===== src/rtl/tsjm_pkg.sv =====
// Shared types, codes and sizes for the typed slot join matcher.
`timescale 1ns / 1ps
`default_nettype none

package tsjm_pkg;

	// Sizes
	localparam int TABLE_DEPTH     = 64;
	localparam int MAX_PINS_DEF    = 64;
	localparam int CODE_BITS_DEF   = 16;
	localparam int HANDLE_BITS_DEF = 32;

	// Request actions
	localparam logic [1:0] ACT_DEFINE  = 2'd0;
	localparam logic [1:0] ACT_ADD     = 2'd1;
	localparam logic [1:0] ACT_REMOVE  = 2'd2;
	localparam logic [1:0] ACT_NEWSOCK = 2'd3;

	// Result status codes
	localparam logic [1:0] ST_OK      = 2'd0;
	localparam logic [1:0] ST_NOMATCH = 2'd1;
	localparam logic [1:0] ST_FULL    = 2'd2;

	// One request as it arrives on the ports
	typedef struct packed {
		logic [1:0]  action;
		logic [1:0]  kind;
		logic [15:0] type_code;
		logic [15:0] subtype_code;
		logic [31:0] handle;
	} tsjm_req_t;

	// One result as it leaves on the ports
	typedef struct packed {
		logic [1:0]  status;
		logic [5:0]  pin_hit;
		logic [31:0] handle_out;
		logic        active;
		logic        empty_res;
	} tsjm_res_t;

	// Request token handed from cell to cell along the chain
	typedef struct packed {
		logic [1:0]  action;
		logic [1:0]  kind;
		logic [15:0] type_code;
		logic [15:0] subtype_code;
		logic [31:0] handle;      // add: handle to store; remove: handle taken
		logic        done;        // a cell has claimed this request
		logic [1:0]  status;
		logic [5:0]  hit;         // define: target pin; add/remove: claimed pin
		logic        all_filled;  // every socket pin so far is filled
		logic        any_filled;  // some socket pin so far is filled
	} tsjm_tok_t;

endpackage

`default_nettype wire


===== src/rtl/tsjm_cell.sv =====
// One pin cell: holds a pin pattern, its filled flag and handle, and passes the token on.
`timescale 1ns / 1ps
`default_nettype none

module tsjm_cell
	import tsjm_pkg::*;
#(
	parameter int INDEX = 0,
	parameter int CW    = CODE_BITS_DEF,
	parameter int HW    = HANDLE_BITS_DEF
) (
	input  wire logic      clk,
	input  wire logic      arst_n,
	input  wire logic      tok_valid_in,
	input  wire tsjm_tok_t tok_in,
	output logic           tok_valid_out,
	output tsjm_tok_t      tok_out
);

	logic [1:0]    kind_q;
	logic [CW-1:0] type_q;
	logic [CW-1:0] sub_q;
	logic [HW-1:0] handle_q;
	logic          defined_q;
	logic          in_sock_q;
	logic          filled_q;

	logic          defined_d;
	logic          in_sock_d;
	logic          filled_d;
	logic          wr_pat;
	logic          wr_hnd;
	logic          match;
	tsjm_tok_t     tok_d;

	// Pattern compare against the passing request
	assign match = in_sock_q && (kind_q == tok_in.kind) &&
		(type_q == tok_in.type_code[CW-1:0]) &&
		(sub_q == tok_in.subtype_code[CW-1:0]);

	// Per-cell action and token update
	always_comb begin
		tok_d     = tok_in;
		defined_d = defined_q;
		in_sock_d = in_sock_q;
		filled_d  = filled_q;
		wr_pat    = 1'b0;
		wr_hnd    = 1'b0;
		if (tok_valid_in) begin
			case (tok_in.action)
				ACT_DEFINE: begin
					if (tok_in.status == ST_OK && tok_in.hit == 6'(INDEX)) begin
						defined_d = 1'b1;
						wr_pat    = 1'b1;
					end
				end
				ACT_ADD: begin
					if (!tok_in.done && match && !filled_q) begin
						filled_d     = 1'b1;
						wr_hnd       = 1'b1;
						tok_d.done   = 1'b1;
						tok_d.status = ST_OK;
						tok_d.hit    = 6'(INDEX);
					end
				end
				ACT_REMOVE: begin
					if (!tok_in.done && match && filled_q) begin
						filled_d     = 1'b0;
						tok_d.done   = 1'b1;
						tok_d.status = ST_OK;
						tok_d.hit    = 6'(INDEX);
						tok_d.handle = 32'(handle_q);
					end
				end
				ACT_NEWSOCK: begin
					filled_d  = 1'b0;
					in_sock_d = defined_q;
				end
				default: begin
				end
			endcase
		end
		// Socket-wide flags gather the state left behind in this cell
		if (in_sock_d) begin
			tok_d.all_filled = tok_in.all_filled & filled_d;
			tok_d.any_filled = tok_in.any_filled | filled_d;
		end
	end

	// Control and pattern state
	always_ff @(posedge clk or negedge arst_n) begin
		if (!arst_n) begin
			tok_valid_out <= 1'b0;
			defined_q     <= 1'b0;
			in_sock_q     <= 1'b0;
			filled_q      <= 1'b0;
			kind_q        <= '0;
			type_q        <= '0;
			sub_q         <= '0;
		end else begin
			tok_valid_out <= tok_valid_in;
			defined_q     <= defined_d;
			in_sock_q     <= in_sock_d;
			filled_q      <= filled_d;
			if (wr_pat) begin
				kind_q <= tok_in.kind;
				type_q <= tok_in.type_code[CW-1:0];
				sub_q  <= tok_in.subtype_code[CW-1:0];
			end
		end
	end

	// Token payload and stored handle
	always_ff @(posedge clk) begin
		tok_out <= tok_d;
		if (wr_hnd) begin
			handle_q <= tok_in.handle[HW-1:0];
		end
	end

endmodule

`default_nettype wire


===== config.mk =====
export PLATFORM = sky130hd
export DESIGN_NAME = tsjm_cell
export DESIGN_NICKNAME = d
export VERILOG_FILES = /design/src/rtl/tsjm_pkg.sv /design/src/rtl/tsjm_cell.sv
export SDC_FILE = /design/constraint.sdc
export NUM_CORES = 1
export LEC_CHECK = 0
export BUFFER_PORTS_ARGS = -buffer_cell sky130_fd_sc_hd__buf_2
export CAP_MARGIN = 5
export CORE_ASPECT_RATIO = 1.4
export CORE_MARGIN = 4
export CORE_UTILIZATION = 36
export DETAILED_ROUTE_END_ITERATION = 10
export PLACE_DENSITY_LB_ADDON = 0.2
export SLEW_MARGIN = 10
export SYNTH_ARGS = -nofsm -noshare
export SYNTH_HDL_FRONTEND = slang
export SYNTH_SLANG_ARGS = --single-unit

===== constraint.sdc =====
create_clock -name clk -period 9.9 [get_ports clk]
set_input_delay 1.98 -clock clk [delete_from_list [all_inputs] [get_ports clk]]
set_output_delay 1.98 -clock clk [all_outputs]
set_load 0.02 [all_outputs]

==> results of run 1 <==
final cells by class:
type / count / area, um2 / share of cell area
repair buffers: 163 / 821 / 0.123
flip-flops and latches: 149 / 3490 / 0.522
inverters: 10 / 37.5 / 0.00561
clock buffers: 24 / 524 / 0.0784
multi-input cells: 173 / 1540 / 0.230
clock inverters: 8 / 43.8 / 0.00655
well taps: 185 / 231 / 0.0346
through the flow:
step                       util  hold WS (ns)  std cells  power, mW  instance area, um2
after floorplan               -         0.432        339      0.707                5110
final                     0.481         0.451        712       1.34                6690
after global placement    0.440         0.435        680      0.755                6120
after detailed placement  0.440         0.441        680      0.757                6120
after CTS                 0.481         0.454        712       1.36                6690
after global routing      0.481         0.469        712       1.40                6690
kinds of logic after synthesis:
| family | share of synthesized area |
|---|---|
| xor gates and xnor gates | 0.0599 |
| AOI/OAI and AO/OA | 0.0176 |
| DFF | 0.683 |
| adders and majority gates | 0.0122 |
| muxes | 0.145 |
| buffers and inverters | 0.0169 |
| and+or+nand+nor | 0.0651 |
flip-flops by register name (all words and copies together) (netlist names):
name	flops
kind_q	2
tok_valid_out	1
defined_q	1
type_q	16
in_sock_q	1
sub_q	16
tok_out	79
handle_q	32
filled_q	1
report_power, final:
group          leakage [nW]  switching [mW]  internal [mW]
clock                 0.286           0.230          0.368
combinational          1.31          0.0565         0.0376
sequential             1.48         0.00546          0.643
synthesized netlist by cell type, types with 2 or more instances:
cell,number
nor4_1,4
nor3_1,4
nand2b_1,2
xor2_1,12
inv_1,10
or2_2,2
a31oi_1,2
xnor2_1,23
nand2_1,7
buf_6,3
clkbuf_1,3
dfxtp_1,79
or4_1,2
mux2_1,65
ha_1,5
nor2b_1,11
a21oi_1,2
dfrtp_1,38
nand4_1,8
nor2_1,7
edfxtp_1,32
critical path, stage by stage:
cell and delay [ns]:
buf_2 0.12, xor2_1 0.17, or4_4 0.55, nor4_4 0.36, nand4_2 0.25, nor2_4 0.77, mux2_1 0.39
worst min path at each step:
| stage | start | to | slack [ns] |
|---|---|---|---|
| after CTS | handle_q[14] | tok_out[25] | 0.45 |
| after floorplan | handle_q[0] | tok_out[11] | 0.43 |
| after global placement | handle_q[19] | tok_out[30] | 0.43 |
| final | handle_q[22] | tok_out[33] | 0.45 |
| after detailed placement | handle_q[5] | tok_out[16] | 0.44 |
| after global routing | handle_q[7] | tok_out[18] | 0.47 |
layer usage:
metal	track usage	vias to the layer above	share of wire
met4	0.0682	2	0.018
met2	0.200	117	0.48
met5	0	-	0.0012
li1	-	1547	-
met1	0.152	1505	0.42
met3	0.0485	13	0.087
==> summary.md, run 1 <==
| Metric | Value |
|---|---|
| Period utilization | `0.436` |
| Critical path fanouts, max | `32` |
| FP Rows | `51` |
| Number of antenna diodes | `0` |
| Most common library cell in the layout ignoring fill and taps | `buf_2` |
| Worst R2R Start | `type_q[14]` |
| Core ar. | `between 10000 and 15000 um2` |
| Synth Net Count | `around 430` |
| Dpl ws | `slightly above 5 ns` |
| Via count of the routed design | `between 3000 and 4000` |
| Gr ovfl total | `0` |
| H-tree depth | `4` |
| Top Ports | `~160` |
| Fin nets | `about 600` |
| Final Hold Viols | `0` |
| Synthesis-to-layout area growth | `30.8%` |
| Filler cell count | `1320` |
| Clock Path Buffers | `2` |
| WP data arrival | `4.61 ns` |
| Critical Path Start | `tok_in[73]` |
| Via/cell ratio | `4.47` |
| Antenna violations before repair | `1` |
| CTS sink cnt | `149` |
| Cell area power density | `approximately 200 nW/um2` |
| Most frequent cells in the layout | `buf_2, dfxtp_1, mux2_1` |
| Dominant cell type by area after synthesis | `dfxtp_1` |
| Root Buffer | `clkbuf_16` |
| Status | `finished clean` |
| Top FF cell, synth | `dfxtp_1` |
| Critical path endpoint | `tok_out[22]` |
| First-pass GRT wire length | `roughly 16000 um` |
| CTS tree | `built` |
| Tmin final | `between 4 and 5 ns` |
| Initial Utilization | `0.368` |
| Clock skew | `roughly 0.0085 ns` |
| Worst-path clk slew | `~0.05 ns` |
| Ys async rst share | `0.255` |
| Reg2reg end | `tok_out[22]` |
| PostCTS Resize Cnt | `0` |
| Max Clock Freq | `about 230 MHz` |
| Avg WL per Cell | `between 10 and 15 um` |
| Standby leakage power | `between 3 and 4 nW` |
| Setup TNS | `0 ns` |
| Peak VDD IR | `~0.00013 V` |
| Max-cap violation count | `0` |
| Final setup violation count | `0` |
| Cells after Synth | `339` |
| Synth top area cells | `dfxtp_1, edfxtp_1, dfrtp_1` |
| Number of global-route vias before repair | `3311` |
| Die area | `about 16000 um2` |
| Final Max Tran Viols | `0` |
| Worst-skew pair later-pin latency | `between 0.4 and 0.5 ns` |
| Worst Setup Start Kind | `input port` |
| CP Data Required Time | `10.19 ns` |
| Final Worst Setup Slack | `5.58 ns` |
| Share of cells above drive strength 1 | `0.380` |
| Path depth of the worst reg2reg path | `6` |
| Hpwl dp | `approximately 7500 um` |
| Hold Buf Count CTS | `0` |
| Syn. warnings | `0` |
| Internal reg-to-reg setup slack | `6.90 ns` |
| Post-synth EDFFs | `32` |
| PortBufs | `around 160` |
| Tightest Pin Transition | `0.931 ns` |
| Crit Path Class | `in2reg` |
| Crit path capture type | `flop` |
| # Post-CTS Setup Buffers | `0` |
| Cell variety after synth | `39` |
| GP Congestion | `approximately 0.78` |
| DRC viols | `0` |
| Die W | `roughly 110 um` |
| Register bit total from synthesis | `149` |
| Mapped Avg Cell Area | `15.1 um2` |
| Post-Synthesis Cell Area | `approximately 5100 um2` |
| Worst hold path stage count | `1` |
| Hold Path Class | `reg2reg` |
| Share of the synthesized area in the top cell type | `0.309` |
| Largest net degree at the start of global routing | `39` |
| Rel. slew slack | `0.378` |
| Initial DRC count | `79` |
| Post-DRT Antenna Nets | `0` |
| RSZ-0062 raised after global routing | `false` |
| TritonCTS buffer count | `17` |
| Sequential element share of the synthesized area | `0.683` |
| Global-route usage over all layers | `0.128` |
| Die H | `approximately 150 um` |
| DRT Pass-1 Iters | `4` |
| Post-Route WL | `around 10000 um` |
Note: power is estimated with default switching activity, not from simulation.
==> run 2: changes to the inputs <==
==> constraint.sdc (replaced) <==
create_clock -name clk -period 4.25 [get_ports clk]
set_input_delay 0.85 -clock clk [delete_from_list [all_inputs] [get_ports clk]]
set_output_delay 0.85 -clock clk [all_outputs]
set_load 0.02 [all_outputs]
==> run 2 against run 1 <==
Compared with the run above:
- combinational power increased by 130%
- flip-flop and latch count is the same
- hold slack improved by 0.0027 ns
- die area unchanged
- clock skew grew 0.0085 ns
- final area is 1.1% higher
- sequential power is 130% higher
- via count grew 1.0%
- critical path type unchanged
- critical endpoint is now tok_out[20]
- largest cell class unchanged
- highest routed layer unchanged
==> summary.md, run 2 (synthesis results as in run 1) <==
| Metric | Value |
|---|---|
| Status | `finished clean (unchanged)` |
| GP Congestion | `0.750 (was 0.779)` |
| Initial Utilization | `0.368 (unchanged)` |
| Crit Path Class | `in2reg (unchanged)` |
| Final instance area | `6760 um2 (was 6690 um2)` |
| Standby leakage power | `3.10 nW (was 3.08 nW)` |
| Share of cells above drive strength 1 | `0.381 (was 0.380)` |
| Number of antenna diodes | `0 (unchanged)` |
| Worst-skew pair later-pin latency | `0.41 ns (about the same)` |
| Gr ovfl total | `0 (unchanged)` |
| First-pass GRT wire length | `16900 um (was 15700 um)` |
| Internal reg-to-reg setup slack | `1.50 ns (was 6.90 ns)` |
| Clock skew | `0.0170 ns (was 0.00850 ns)` |
| Worst hold path stage count | `1 (unchanged)` |
| DRC viols | `0 (unchanged)` |
| Critical path fanouts, max | `32 (unchanged)` |
| Root Buffer | `clkbuf_16 (unchanged)` |
| CP Data Required Time | `4.54 ns (was 10.19 ns)` |
| Initial DRC count | `90 (was 79)` |
| Global-route usage over all layers | `0.134 (was 0.128)` |
| H-tree depth | `4 (unchanged)` |
| Top reg by flops | `tok_out (unchanged)` |
| Hold Buf Count CTS | `0 (unchanged)` |
| Worst R2R Start | `type_q[14] (unchanged)` |
| PostCTS Resize Cnt | `0 (unchanged)` |
| Max-cap violation count | `0 (unchanged)` |
| Filler cell count | `1278 (was 1320)` |
| Most frequent cells in the layout | `buf_2, dfxtp_1, mux2_1 (unchanged)` |
| Hold Path Origin | `handle_q[0] (was handle_q[22])` |
| Clock Path Buffers | `2 (unchanged)` |
| Hpwl dp | `7610 um (was 7540 um)` |
| PortBufs | `161 (unchanged)` |
| Final Hold Viols | `0 (unchanged)` |
| RSZ-0062 raised after global routing | `false (unchanged)` |
| Crit path capture type | `flop (unchanged)` |
| Rel. slew slack | `0.420 (was 0.378)` |
| Core ar. | `13900 um2 (unchanged)` |
| CTS sink cnt | `149 (unchanged)` |
| Fin nets | `602 (was 601)` |
| Worst-path clk slew | `0.06 ns (was 0.05 ns)` |
| Tightest Pin Transition | `0.870 ns (was 0.931 ns)` |
| Cell area power density | `488 nW/um2 (was 200 nW/um2)` |
| WP data arrival | `3.21 ns (was 4.61 ns)` |
| Tmin final | `a little under 3 ns` |
| Most common library cell in the layout ignoring fill and taps | `buf_2 (unchanged)` |
| Final Max Tran Viols | `0 (unchanged)` |
| DP Area | `6140 um2 (was 6120 um2)` |
| Synthesis-to-layout area growth | `32.2% (was 30.8%)` |
| Post-Route WL | `10300 um (was 10000 um)` |
| CTS tree | `built (unchanged)` |
| Largest net degree at the start of global routing | `39 (unchanged)` |
| TritonCTS buffer count | `17 (unchanged)` |
| Antenna violations before repair | `2 (was 1)` |
| Via count of the routed design | `3216 (was 3184)` |
| Setup TNS | `0 ns (unchanged)` |
| Path depth of the worst reg2reg path | `7 (was 6)` |
| Period utilization | `0.688` |
| Max Clock Freq | `between 300 and 400 MHz` |
| Worst Setup Start Kind | `input port (unchanged)` |
| Die H | `149 um (unchanged)` |
| Via/cell ratio | `4.51 (was 4.47)` |
| DRT Pass-1 Iters | `5 (was 4)` |
| # Post-CTS Setup Buffers | `0 (unchanged)` |
| Reg2reg end | `tok_out[20] (was tok_out[22])` |
| FP Rows | `51 (unchanged)` |
| Die area | `16200 um2 (unchanged)` |
| Hold endpoint | `tok_out[11] (was tok_out[33])` |
| Die W | `109 um (unchanged)` |
| Avg WL per Cell | `14.4 um (was 14.1 um)` |
| Post-DRT Antenna Nets | `0 (unchanged)` |
| Peak VDD IR | `0.000251 V (was 0.000125 V)` |
| Max reg flops | `79 (unchanged)` |
| Largest regs | `tok_out: 79 flops, handle_q: 32 flops (unchanged)` |
| Number of global-route vias before repair | `3470 (was 3311)` |
| Final setup violation count | `0 (unchanged)` |
| Top Ports | `162 (unchanged)` |
| Hold Path Class | `reg2reg (unchanged)` |
==> run 2: cell types whose count changed in the layout (fill, tap and decap cells not counted) <==
cell | previous run | this run
clkinv_2 | 6 | 2
nor3_4 | 0 | 1
inv_4 | 1 | 0
buf_4 | 2 | 3
clkbuf_16 | 19 | 17
clkbuf_8 | 3 | 1
clkinv_4 | 0 | 3
nor3_2 | 1 | 0
bufinv_16 | 0 | 4
clkinvlp_4 | 1 | 3
==> run 2: routing by layer <==
metal,vias up,track usage,part of all wire
met4,4,0.0606,0.018
met5,-,0,0.0024
met2,118,0.227,0.49
met3,19,0.0403,0.071
met1,1528,0.155,0.42
li1,1547,-,-
==> run 2: worst max-delay path by stage <==
stage                  endpoint  slack, ns  depth (start not counted)  startpoint
floorplan           handle_q[0]       0.46                          5  tok_in[73]
global placement    tok_out[18]       0.90                          8  tok_in[73]
detailed placement  tok_out[15]       0.85                          8  tok_in[73]
CTS                 tok_out[15]       1.28                          8  tok_in[73]
global route        tok_out[18]       1.17                          8  tok_in[73]
finish              tok_out[20]       1.33                          8  tok_in[73]
==> run 2: cell type report <==
cell class,count,area (um2),share of cell area
clock buffer,20,447,0.0661
clock inverter,12,179,0.0265
tap,185,231,0.0342
inverter,10,37.5,0.00555
timing repair buffer,164,828,0.123
multi-input combinational,173,1550,0.229
sequential,149,3490,0.517
==> run 2: worst max-delay path, stage by stage <==
cell and delay, ns:
buf_2 0.11, xor2_1 0.17, or4_4 0.55, nor4_4 0.34, nand4_2 0.27, nor2_4 0.14
buf_4 0.39, mux2_1 0.37
==> run 2: report_power, final <==
group	internal (mW)	switching (mW)
logic	0.0876	0.132
clock network	0.999	0.569
registers	1.50	0.0132
total	2.58	0.714
==> run 2: per-stage QoR <==
stage                     setup slack, ns  total power, mW   util  cells  hold WS [ns]
after global routing                 1.17             3.43  0.486    713         0.463
after floorplan                     0.464             1.65      -    339         0.432
after CTS                            1.28             3.35  0.486    713         0.457
after global placement              0.902             1.76  0.441    681         0.434
after detailed placement            0.849             1.76  0.441    681         0.444
final                                1.33             3.30  0.486    713         0.454
